File: src/design/bsa_pkg.sv
`timescale 1ns / 1ps
`default_nettype none

package bsa_pkg;

    // Default grid size; the top level takes these as parameter defaults.
    localparam int GRID_COLS_DEF = 256;
    localparam int GRID_ROWS_DEF = 256;

    // Field widths of one cell and of the input word.
    localparam int PIX_W  = 8;
    localparam int COORD_W = 8;
    localparam int WGT_W  = 8;
    localparam int PROD_W = PIX_W + WGT_W;
    localparam int SUM_W  = 32;
    localparam int TOT_W  = 16;
    localparam int CELL_W = SUM_W + TOT_W + 1;

    // Four parity banks, one for each corner of a 2x2 block.
    localparam int NUM_BANKS = 4;

    // Job queue between the front and the back.
    localparam int QUEUE_DEPTH = 4;
    localparam int QPTR_W      = $clog2(QUEUE_DEPTH);

    // Command codes on the input word.
    localparam logic CMD_ACCUMULATE = 1'b0;
    localparam logic CMD_READ       = 1'b1;

    // Kind of job handed to the back.
    typedef enum logic [1:0] {
        JOB_ACC,
        JOB_READ,
        JOB_READ_ZERO
    } t_job_op;

    // One classified job; the bank addresses travel beside it.
    typedef struct packed {
        t_job_op                         op;
        logic                            mark;
        logic [1:0]                      sel;
        logic [NUM_BANKS-1:0][PROD_W-1:0] prod;
        logic [NUM_BANKS-1:0][WGT_W-1:0]  wgt;
    } t_job;

    // States of the back sequencer.
    typedef enum logic [1:0] {
        BK_CLEAR,
        BK_IDLE,
        BK_UPDATE
    } t_back_state;

    // Status of the back seen by the top level.
    typedef struct packed {
        logic clearing;
        logic updating;
    } t_back_stat;

endpackage

`default_nettype wire

File: src/design/bsa_front.sv
`timescale 1ns / 1ps
`default_nettype none

module bsa_front #(
    parameter int GRID_COLS = 256,
    parameter int GRID_ROWS = 256,
    parameter int ADDR_W    = 14
) (
    input  wire logic                                  i_accept,
    input  wire logic                                  i_command,
    input  wire logic [bsa_pkg::PIX_W-1:0]             i_pixel_value,
    input  wire logic [bsa_pkg::COORD_W-1:0]           i_acc_col,
    input  wire logic [bsa_pkg::COORD_W-1:0]           i_acc_row,
    input  wire logic [bsa_pkg::WGT_W-1:0]             i_weight_nw,
    input  wire logic [bsa_pkg::WGT_W-1:0]             i_weight_ne,
    input  wire logic [bsa_pkg::WGT_W-1:0]             i_weight_sw,
    input  wire logic [bsa_pkg::WGT_W-1:0]             i_weight_se,
    input  wire logic                                  i_edge_pixel,
    output logic                                       o_push,
    output bsa_pkg::t_job                              o_job,
    output logic [bsa_pkg::NUM_BANKS-1:0][ADDR_W-1:0]  o_addr
);
    import bsa_pkg::*;

    localparam int BANK_COLS = (GRID_COLS + 1) / 2;

    logic                     acc_ok;
    logic                     rd_ok;
    logic [COORD_W-1:0]       hc [2];
    logic [COORD_W-1:0]       hr [2];
    logic [ADDR_W-1:0]        rd_addr;

    // Range checks: an accumulate needs its whole 2x2 block inside the grid.
    assign acc_ok = (32'(i_acc_col) < 32'(GRID_COLS - 1))
                 && (32'(i_acc_row) < 32'(GRID_ROWS - 1));
    assign rd_ok  = (32'(i_acc_col) < 32'(GRID_COLS))
                 && (32'(i_acc_row) < 32'(GRID_ROWS));

    // Half coordinates per parity: the even bank sees col or col+1.
    assign hc[0] = {1'b0, i_acc_col[COORD_W-1:1]} + COORD_W'(i_acc_col[0]);
    assign hc[1] = {1'b0, i_acc_col[COORD_W-1:1]};
    assign hr[0] = {1'b0, i_acc_row[COORD_W-1:1]} + COORD_W'(i_acc_row[0]);
    assign hr[1] = {1'b0, i_acc_row[COORD_W-1:1]};

    assign rd_addr = ADDR_W'(32'(hr[1]) * 32'(BANK_COLS) + 32'(hc[1]));

    // Classify the word and build the job for each bank.
    always_comb begin
        logic       dc;
        logic       dr;
        logic [WGT_W-1:0] w;
        o_job.op   = (i_command == CMD_READ) ? (rd_ok ? JOB_READ : JOB_READ_ZERO) : JOB_ACC;
        o_job.mark = i_edge_pixel;
        o_job.sel  = {i_acc_row[0], i_acc_col[0]};
        for (int b = 0; b < NUM_BANKS; b++) begin
            dc = b[0] ^ i_acc_col[0];
            dr = b[1] ^ i_acc_row[0];
            if (dr) begin
                w = dc ? i_weight_se : i_weight_sw;
            end else begin
                w = dc ? i_weight_ne : i_weight_nw;
            end
            o_job.wgt[b]  = w;
            o_job.prod[b] = {{PIX_W{1'b0}}, w} * {{WGT_W{1'b0}}, i_pixel_value};
            if (i_command == CMD_READ) begin
                o_addr[b] = rd_addr;
            end else begin
                o_addr[b] = ADDR_W'(32'(hr[b[1]]) * 32'(BANK_COLS) + 32'(hc[b[0]]));
            end
        end
    end

    // Dropped accumulates never reach the queue.
    assign o_push = i_accept && ((i_command == CMD_READ) || acc_ok);

endmodule

`default_nettype wire

File: config.mk
export PLATFORM = sky130hd
export DESIGN_NAME = bsa_front
export DESIGN_NICKNAME = d
export VERILOG_FILES = /design/src/design/bsa_pkg.sv /design/src/design/bsa_front.sv
export SDC_FILE = /design/constraint.sdc
export NUM_CORES = 1
export LEC_CHECK = 0
export ABC_AREA = 0
export CORE_MARGIN = 5
export CORE_UTILIZATION = 62
export DETAILED_ROUTE_END_ITERATION = 7
export DONT_BUFFER_PORTS = 1
export PLACE_DENSITY = 0.91
export SLEW_MARGIN = 30
export SYNTH_ARGS = -nofsm -noshare
export SYNTH_HDL_FRONTEND = slang
export SYNTH_SLANG_ARGS = --single-unit
File: constraint.sdc
create_clock -name vclk -period 7.8
set_clock_uncertainty 0.05 [all_clocks]
set_input_delay 1.56 -clock vclk [all_inputs]
set_output_delay 1.56 -clock vclk [all_outputs]
set_load 0.01 [all_outputs]
### Yosys cells after proc, flatten, opt, wreduce, memory -nomap -nowiden

Cells that the tools add are included.

* input port bits: 59
* word-level logic and storage cells: 27
* output and inout bits: 158
* flip-flop bits (word level): 0

* reduce and logical (&&, ||, !) cells: 3
* $add $sub $neg: 6
* magnitude comparators: 2
* multiply operators: 4
* mux-type cells: 12

Operators with widths (count)
* multiplier 8 x 8 -> 16 bit: 4
* 2-to-1 mux 8 bit: 8
* 2-to-1 mux 14 bit: 3
* adder 14 x 7 -> 14 bit: 2
* adder 14 x 8 -> 14 bit: 2
* < comparator 8 bit (second input constant): 2
* adder 7 x 1 -> 8 bit: 1
* adder 7 x 1 -> 7 bit: 1
* logical AND 1 bit: 2
* logical OR 1 bit: 1
* 2-to-1 mux 1 bit: 1

### Longest topological paths before layout

* depth after elaboration: 4
* gate-level depth with buffers: 19

### Worst setup path after synthesis

No wires, ideal clock.

* path type: input-to-output
* start: input port i_acc_col[0] in the netlist's numbering
* end: output port o_job[76] in the netlist's numbering
* data arrival time: 6451 ps
* path slack: -261 ps
* path buffers: 2
* data required time: 6190 ps
* stages: 16
* cells stage by stage: clkbuf_1 > buf_2 > mux4_2 > and2_1 > fa_1 > fa_1 > inv_1 > fa_1 > fa_1 > inv_1 > ha_1 > o21a_2 > a2111oi_2 > o21bai_1 > or4_1 > nand3_1

RTL lines
* start: declaration: RTL line bsa_front.sv:12 `input wire logic [bsa_pkg::COORD_W-1:0] i_acc_col,`
* end: declaration: RTL line bsa_front.sv:20 `output bsa_pkg::t_job o_job,`

==> results.json <==
{
  "status": "completed",
  "syn_area_um2": 10440,
  "dieArea_um2": 19540,
  "first_global_vias": 9002,
  "final_antenna_net_count": 0,
  "ys_types": 62,
  "internal_power_mw": 1.280,
  "rows": 47,
  "io_buffers": 0,
  "crit_required_ps": 6190,
  "slew_headroom": 0.6262,
  "period_needed_ps": 7665,
  "seqCellArea_um2": 0,
  "power_mw": 3.102,
  "grt_start_max_net_pins": 35,
  "drive_above_1_share": 0.06266,
  "initial_core_util": 0.6297,
  "setup_tns_ps": 0,
  "crit_path_end_kind": "output port",
  "clock_buffers": 0,
  "final_cell_mix": "and2_1 (216), inv_1 (205), ha_1 (152)",
  "clkPwrFrac": 0,
  "worst-path-max-fanout": 36,
  "grtUsageTotal": 0.2609,
  "maxCapViolCount": 0,
  "dp_hpwl_um": 20760,
  "placed_cells": 1383,
  "drt-total-wl_um": 25900,
  "dr.pass1.iters": 5,
  "gr-total-overflow": 0,
  "syn-num-nets": 1569,
  "switching_share": 0.5874,
  "syn_avg_cell_area_um2": 8.602,
  "post-route-drc-count": 0,
  "ctsHoldBuffers": 0,
  "io_pins": 217,
  "setup_viol_count_final": 0,
  "power.density_nw_per_um2": 292.7,
  "vdd_drop_max_mv": 0.3277,
  "num_vias": 8473,
  "post-route-period-util": 0.9828,
  "synth_cells": 1214,
  "hold_slack_ps": 3070,
  "placed_cell_area_um2": 10490,
  "final_cell_area_um2": 10600,
  "power_frac_seq": 0,
  "final_cells": 1385,
  "worst_slew_pin_slew_ps": 556.7,
  "core-area_um2": 16580,
  "worstPathArrival_ps": 6060,
  "area_growth_pct": 1.474,
  "critPathLaunchType": "primary input",
  "hold_class": "primary input to output port",
  "grt_pass1_wl_um": 43440,
  "seq_cells": 0,
  "antenna_found_initial": 0,
  "post-cts-setup-buffers": 0,
  "seq_area_frac_synth": 0,
  "die-width_um": 139.8,
  "combPwrFrac": 1.000,
  "final_common_cell": "and2_1",
  "first_iter_violations": 497,
  "hold_viol_final": 0,
  "p_sw_mw": 1.822,
  "routed_via_density": 6.118,
  "die_h_um": 139.8,
  "routabilityCongestion": 0.8730,
  "fmax_mhz": 130.5,
  "diodes": 0,
  "wl_per_cell_um": 18.70,
  "worstSetupPathType": "primary input to output port",
  "fin_nets": 1522,
  "slew_viol_final": 0,
  "p_leak_nw": 5.356,
  "yosysWarningCount": 0
}
final timing paths:
path | from | to | cells after the start
setup / recovery | i_acc_col[0] | o_job[76] | 14
hold / removal | i_acc_col[4] | o_addr[17] | 0
layer usage:
layer | up-vias | global-route usage | part of all wire
met1 | 4194 | 0.3132 | 0.37
met3 | 55 | 0.04700 | 0.092
met5 | - | 0 | 0
met2 | 384 | 0.4839 | 0.51
met4 | 0 | 0.06170 | 0.026
li1 | 3840 | - | -
worst max-delay path, stage by stage:
cell and delay (ps):
mux4_2 560, and2_1 210, fa_1 430, fa_1 560, inv_1 60, fa_1 470, fa_1 550, inv_1 50
ha_1 340, o21a_2 170, a2111oi_4 350, o21bai_1 150, or4_1 450, nand3_2 140
Yosys cell counts, types with 7 or more instances:
master,count,share of area
a21oi_1,30,0.014
a21o_1,14,0.010
o21a_1,10,0.0072
mux4_2,32,0.069
nand4_1,8,0.0048
clkbuf_1,35,0.013
fa_1,144,0.28
buf_2,7,0.0034
nor3_1,15,0.0072
nand2_1,85,0.031
inv_1,205,0.074
nand3_1,18,0.0086
o21ai_0,20,0.0096
and2_1,216,0.13
o211ai_1,7,0.0050
ha_1,152,0.18
a31oi_1,7,0.0042
buf_4,33,0.024
xor2_1,14,0.012
nor2b_1,11,0.0066
xnor2_1,41,0.034
nor2_1,28,0.010
and3_1,7,0.0042
cell type report:
type / count / area (um^2)
multi-input combinational: 930 / 9320
fill: 1322 / 5987
inverter: 207 / 790.8
tap: 220 / 275.3
timing repair buffer: 28 / 210.2
cell families after synthesis:
kind of cell               synth area share
and+or+nand+nor                      0.2148
adders and majority gates            0.4582
AOI/OAI and AO/OA                   0.08987
xor gates and xnor gates            0.04613
other                             0.0003591
buffers and inverters                0.1185
muxes                               0.07213
power groups by stage:
stage,logic [mW],clock network [mW],registers (mW)
CTS,3.07,0,0
global route,3.51,0,0
floorplan,2.49,0,0
finish,3.10,0,0
detailed placement,3.05,0,0
global placement,2.95,0,0
stage by stage:
| step | utilization | setup WS, ps |
|---|---|---|
| floorplan | - | -49.30 |
| global placement | 0.6326 | 173.1 |
| detailed placement | 0.6326 | 128.1 |
| CTS | 0.6326 | 116.6 |
| global route | 0.6390 | -65.92 |
| finish | 0.6390 | 134.5 |
repair_timing:
item,CTS,global route
setup endpoints to repair,0,9
endpoints found under the hold margin,0,0
resized for setup,0,7
No activity file was read; power rests on OpenSTA's default activity.
