File: src/design/bsa_pkg.sv
`timescale 1ns / 1ps
`default_nettype none

package bsa_pkg;

    // Default grid size; the top level takes these as parameter defaults.
    localparam int GRID_COLS_DEF = 256;
    localparam int GRID_ROWS_DEF = 256;

    // Field widths of one cell and of the input word.
    localparam int PIX_W  = 8;
    localparam int COORD_W = 8;
    localparam int WGT_W  = 8;
    localparam int PROD_W = PIX_W + WGT_W;
    localparam int SUM_W  = 32;
    localparam int TOT_W  = 16;
    localparam int CELL_W = SUM_W + TOT_W + 1;

    // Four parity banks, one for each corner of a 2x2 block.
    localparam int NUM_BANKS = 4;

    // Job queue between the front and the back.
    localparam int QUEUE_DEPTH = 4;
    localparam int QPTR_W      = $clog2(QUEUE_DEPTH);

    // Command codes on the input word.
    localparam logic CMD_ACCUMULATE = 1'b0;
    localparam logic CMD_READ       = 1'b1;

    // Kind of job handed to the back.
    typedef enum logic [1:0] {
        JOB_ACC,
        JOB_READ,
        JOB_READ_ZERO
    } t_job_op;

    // One classified job; the bank addresses travel beside it.
    typedef struct packed {
        t_job_op                         op;
        logic                            mark;
        logic [1:0]                      sel;
        logic [NUM_BANKS-1:0][PROD_W-1:0] prod;
        logic [NUM_BANKS-1:0][WGT_W-1:0]  wgt;
    } t_job;

    // States of the back sequencer.
    typedef enum logic [1:0] {
        BK_CLEAR,
        BK_IDLE,
        BK_UPDATE
    } t_back_state;

    // Status of the back seen by the top level.
    typedef struct packed {
        logic clearing;
        logic updating;
    } t_back_stat;

endpackage

`default_nettype wire

File: src/design/bsa_queue.sv
`timescale 1ns / 1ps
`default_nettype none

module bsa_queue #(
    parameter int ADDR_W = 14
) (
    input  wire logic                                  i_clk,
    input  wire logic                                  i_rst_n,
    input  wire logic                                  i_push,
    input  wire bsa_pkg::t_job                         i_job,
    input  wire logic [bsa_pkg::NUM_BANKS-1:0][ADDR_W-1:0] i_addr,
    input  wire logic                                  i_pop,
    output logic                                       o_full,
    output logic                                       o_empty,
    output bsa_pkg::t_job                              o_job,
    output logic [bsa_pkg::NUM_BANKS-1:0][ADDR_W-1:0]  o_addr
);
    import bsa_pkg::*;

    t_job                              r_job  [QUEUE_DEPTH];
    logic [NUM_BANKS-1:0][ADDR_W-1:0]  r_addr [QUEUE_DEPTH];
    logic [QPTR_W-1:0]                 r_wr_ptr;
    logic [QPTR_W-1:0]                 r_rd_ptr;
    logic [QPTR_W:0]                   r_count;

    assign o_full  = (r_count == (QPTR_W + 1)'(QUEUE_DEPTH));
    assign o_empty = (r_count == '0);
    assign o_job   = r_job[r_rd_ptr];
    assign o_addr  = r_addr[r_rd_ptr];

    // Entry storage; no reset needed on payload.
    always_ff @(posedge i_clk) begin
        if (i_push) begin
            r_job[r_wr_ptr]  <= i_job;
            r_addr[r_wr_ptr] <= i_addr;
        end
    end

    // Pointers and fill count.
    always_ff @(posedge i_clk) begin
        if (!i_rst_n) begin
            r_wr_ptr <= '0;
            r_rd_ptr <= '0;
            r_count  <= '0;
        end else begin
            if (i_push) begin
                r_wr_ptr <= r_wr_ptr + 1'b1;
            end
            if (i_pop) begin
                r_rd_ptr <= r_rd_ptr + 1'b1;
            end
            if (i_push && !i_pop) begin
                r_count <= r_count + 1'b1;
            end else if (i_pop && !i_push) begin
                r_count <= r_count - 1'b1;
            end
        end
    end

endmodule

`default_nettype wire

File: config.mk
export PLATFORM = sky130hd
export DESIGN_NAME = bsa_queue
export DESIGN_NICKNAME = d
export VERILOG_FILES = /design/src/design/bsa_pkg.sv /design/src/design/bsa_queue.sv
export SDC_FILE = /design/constraint.sdc
export NUM_CORES = 1
export LEC_CHECK = 0
export ABC_AREA = 1
export ABC_CLOCK_PERIOD_IN_PS = 11900
export BUFFER_PORTS_ARGS = -buffer_cell sky130_fd_sc_hd__buf_2
export CAP_MARGIN = 20
export CELL_PAD_IN_SITES_DETAIL_PLACEMENT = 2
export CELL_PAD_IN_SITES_GLOBAL_PLACEMENT = 2
export CORE_ASPECT_RATIO = 0.7
export CORE_MARGIN = 1
export CORE_UTILIZATION = 44
export DETAILED_ROUTE_END_ITERATION = 16
export PLACE_DENSITY = 0.9
export RECOVER_POWER = 100
export SLEW_MARGIN = 10
export SYNTH_ARGS = -nofsm -noshare
export SYNTH_HDL_FRONTEND = slang
export SYNTH_SLANG_ARGS = --single-unit
File: constraint.sdc
create_clock -name i_clk -period 11.9 [get_ports i_clk]
set_clock_uncertainty 0.1 [all_clocks]
set_input_delay 0 -clock i_clk [delete_from_list [all_inputs] [get_ports i_clk]]
set_output_delay 0 -clock i_clk [all_outputs]
set_load 0.03 [all_outputs]
**Word level (Yosys, flattened, before mapping)**

Memory sizes are Yosys's and may differ from the RTL's. A register that Yosys moved wholly into a read port is not among the register bits.
Index checks and enable logic that the tools add are counted.

- Logic and storage cells: 24
- Output and inout bits: 159
- Register bits: 7
- Input bits: 161
- Memory bits (writable): 628
- Memories kept: 2

- Muxes and demuxes: 8
- $add $sub $neg: 4
- Reduce and logical (&&, ||, !) cells: 6
- Eq/ne operators: 1

Memories:

| memory | depth | bits a word | rd ports | clocked after Yosys merged registers in | write ports | line | RTL |
|---|---|---|---|---|---|---|---|
| r_job | 4 | 101 | 1 | 1 | 1 | bsa_queue.sv:20 | `t_job r_job [QUEUE_DEPTH];` |
| r_addr | 4 | 56 | 1 | 1 | 1 | bsa_queue.sv:21 | `logic [NUM_BANKS-1:0][ADDR_W-1:0] r_addr [QUEUE_DEPTH];` |

Operators by type and width:

| operator | count |
|---|---|
| 2-bit 2-to-1 mux | 4 |
| 3-bit 2-to-1 mux | 2 |
| 2-bit by 1-bit adder with 2-bit output, second input constant | 2 |
| 3-bit by 1-bit adder with 3-bit output, second input constant | 1 |
| 3-bit == test, second input constant | 1 |
| 3-bit logical NOT | 1 |
| 3-bit by 1-bit subtractor with 3-bit output, second input constant | 1 |
| 1-bit logical AND | 2 |
| 1-bit logical NOT | 2 |
| 1-bit 2-to-1 mux | 2 |
| 2-bit nonzero test | 1 |

**Longest topological paths before layout**

- Depth in word-level cells: 4
- Depth in mapped cells: 10
- Depth with buffers taken out: 10

**Least setup slack after synthesis**

No wires, ideal clock.

- Kind: reg-to-reg
- Start: reg r_wr_ptr[0]
- End: mem r_addr[2][0] (netlist bit), enable pin
- Setup time: 0.509 ns
- Period minus slack after synthesis: 4.217 ns
- Data required time: 11.291 ns
- Setup slack: 7.683 ns
- Stages on the path, launching flop included: 5
- Arrival: 3.607 ns
- Buffers on the path: 0
- Cell sequence: dfxtp_1 -> inv_1 -> ha_1 -> nand2_1 -> inv_1

RTL lines:

| item | line | RTL |
|---|---|---|
| from (decl) | bsa_queue.sv:22 | `logic [QPTR_W-1:0] r_wr_ptr;` |
| from (signal assigned) | bsa_queue.sv:47 | `r_wr_ptr <= r_wr_ptr + 1'b1;` |
| to (decl) | bsa_queue.sv:21 |  |

Straight into the memory's write port.

==> results by group <==
Synth
  – Mapped Area: 23700 um^2
  – Cell count after synthesis: 1576
  – Syn_nets: about 1700
  – Avg Cell Area, Syn: approximately 15 um^2
  – Yosys warns: 0
  – Synth top area cells: edfxtp_1, o21ai_0, nor2_1
  – Seq/Total Area, Yosys: 0.803
  – Leading area contributor after synthesis: edfxtp_1
  – Synth cell types: 23
  – Synth top area share: 0.795
  – FF+latch count, synth: about 640

Die
  – Die width: between 200 and 300 um
  – Top Ports: between 300 and 400
  – Initial core utilization: 0.450
  – Core area: 52700 um^2
  – Die Ht: 196 um
  – Die area: between 50000 and 60000 um^2
  – Row count: 70

Clocking
  – H-tree depth: 2
  – Clock root cell: clkbuf_16
  – Longest Clk Path Bufs: 3
  – Post-CTS setup buffer count: 0
  – Clk Latency, worst-skew pair: roughly 0.63 ns
  – Post-cts sizing count: 0
  – TritonCTS clock tree: done
  – Clock Sinks: 637
  – Cts bufs inserted: 60
  – Clock transition at path regs: about 0.070 ns

Place
  – Area post-placement: 25700 um^2
  – Pre-CTS setup slack: 8.61 ns
  – Post-DP HPWL: 42800 um
  – IO Port Bufs: roughly 320
  – RePlAce Congestion: roughly 0.73

Global routing
  – GRT Util Overall: 0.295
  – First-pass GRT wire length: around 120000 um
  – Largest net degree at the start of global routing: 122
  – Initial antenna violation count: 9
  – Vias in the first global route: between 15000 and 20000
  – GRT overflow: 0

STA
  – Tcrit/Tclk final: 0.622
  – Post-route minimum period: 7.40 ns
  – Worst Tran Pin Value: 4.81 ns
  – Setup TNS Final: 0 ns
  – Fin. Hold Viols: 0
  – Final worst setup slack: 4.50 ns
  – Final Setup Violations: 0
  – Rel. slew slack: -2.23
  – RSZ-0062 raised after global routing: no
  – Max Slew Vio Count: 530
  – F_max: 135 MHz

Outcome
  – Failing checks: max-capacitance violations, max-slew violations
  – Outcome: complete, but fails checks

Critical path
  – Critical Path RT: roughly 12 ns
  – CP peak stage delay: 2.40 ns
  – Crit end category: primary output
  – Critical Path AT: 7.30 ns
  – Top Family by Delay on Critical Path: buffers and inverters
  – Max FO, Critical Path: 121
  – Buf/Inv on CP: 5
  – Critical path's slowest cell: clkbuf_1
  – Crit path cell chain: clkbuf_1 > inv_8 > clkbuf_1 > buf_16 > o21ai_0 > o22ai_1 > clkbuf_1
  – Worst path most repeated cell: clkbuf_1
  – R2R depth: 6
  – Setup CP Type: register to primary output
  – Startpoint Class: register
  – Critical Path Stages: 7

Power and ir drop
  – Power Total: 0.00507 W
  – Static leakage: 9.30 nW
  – P per Cell Area: ~180 nW/um^2
  – Max IR drop VDD: ~0.13 mV

Job
  – Max Cap Violations: 8

Detailed routing
  – Drt wl/cell: 28.9 um
  – Post-DR vias/cell: approximately 5.6
  – Vias post-DR: roughly 16000
  – TritonRoute pass-1 iters: 5
  – # DRC: 0
  – ANT nets after route: 0
  – Detailed Route WL: 81200 um
  – 1st-iter DRT viols: 1144

Min path
  – Hold Path Class: primary input to register
  – Hold depth: 2

Final layout
  – Layout area overhead: 21.3%
  – Layout Nets: 2204
  – Share of layout cells above drive strength 1: 0.0576
  – Design area: 28800 um^2
## synth_stat cells
| master | number |
|---|---|
| edfxtp_1 | 628 |
| nor2_1 | 319 |
| o21ai_0 | 282 |
| o22ai_1 | 157 |
| clkbuf_1 | 49 |
| o21ai_1 | 38 |
| buf_6 | 29 |
| buf_2 | 17 |
| inv_1 | 15 |
| dfxtp_1 | 9 |
| nand2_1 | 9 |
| ha_1 | 5 |
| a21oi_1 | 4 |
| buf_4 | 3 |
| buf_8 | 3 |
| nor3_1 | 2 |
| buf_1 | 1 |
| clkbuf_2 | 1 |
| fa_1 | 1 |
| inv_2 | 1 |
| inv_8 | 1 |
| nand3_1 | 1 |
| nand4_1 | 1 |
## worst register-to-register path, delay by kind of cell, from the launching register on
kind | cells | cell delay [ns]
adder cells (fa/ha/maj) | 1 | 0.24
buffers and inverters | 4 | 5.81
AND/OR/NAND/NOR | 1 | 0.09
flip-flops | 1 | 0.40
## metal layers
metal | share of wire | routed length [um] | GRT usage | up-vias
met5 | 0.00016 | 13 | 0 | -
met4 | 0.027 | 2180 | 0.0897 | 2
met3 | 0.052 | 4230 | 0.0485 | 128
met2 | 0.53 | 42900 | 0.535 | 532
met1 | 0.39 | 31800 | 0.362 | 8311
li1 | - | - | - | 6891
## through the flow
stage,cells,hold slack (ns),utilization
floorplan,1576,-0.00113,-
global placement,2524,0.110,0.487
detailed placement,2524,0.123,0.487
CTS,2797,0.000364,0.551
global route,2806,0.0997,0.545
finish,2810,0.0920,0.546
## logic make-up (layout without fill, tap and decap cells)
| group | after synthesis | in the layout | share of synthesized area |
|---|---|---|---|
| adders and majority gates | 6 | 6 | 0.00348 |
| AOI/OAI and AO/OA | 481 | 481 | 0.110 |
| and+or+nand+nor | 332 | 332 | 0.0528 |
| buffers and inverters | 120 | 626 | 0.0313 |
| other | 0 | 8 | 0 |
| DFF | 637 | 637 | 0.803 |
## final timing paths
path	start	to	slack, ns
setup reg to reg	r_wr_ptr[0]$_SDFFE_PN0P_	r_addr[0][16]$_DFFE_PP_	4.93
hold / removal	i_addr[15]	r_addr[2][15]$_DFFE_PP_	0.09
setup / recovery	register	o_job[17]	4.50
hold reg to reg	r_rd_ptr[1]$_SDFFE_PN0P_	register	0.39
## power breakdown
group | internal [W] | switching, W | leakage [nW]
Sequential | 0.00258 | 0.0000369 | 5.84
Clock | 0.000936 | 0.000894 | 0.850
Combinational | 0.000149 | 0.000479 | 2.61
## cells in the final DEF (no fill, tap or decap), drive strengths merged, types with 8 or more instances in the layout
| cell | instances |
|---|---|
| o21ai | 320 |
| edfxtp | 628 |
| buf | 38 |
| nor2 | 319 |
| dlygate4sd3 | 166 |
| clkinv | 29 |
| inv | 13 |
| diode | 8 |
| clkbuf | 376 |
| dfxtp | 9 |
| o22ai | 157 |
| nand2 | 9 |
## registers in the layout, indices dropped and copies added, names as in the netlist, named ones only
name,flops
r_job,404
r_addr,224
r_count,3
r_rd_ptr,2
r_wr_ptr,2
## cell type report
cell class	instances	area [um^2]
Clock buffer	78	1590
Antenna cell	8	20.0
Clock inverter	29	130
Tap cell	720	901
Multi-Input combinational cell	819	3940
Timing Repair Buffer	502	3070
Sequential cell	637	19000
Fill cell	5031	24000
Inverter	17	78.8
## timing repair
item,CTS,global route
hold buffers,166,0
hold endpoints to repair,637,0
endpoints found under the setup margin,0,0
Power figures use the tool's default switching activity.
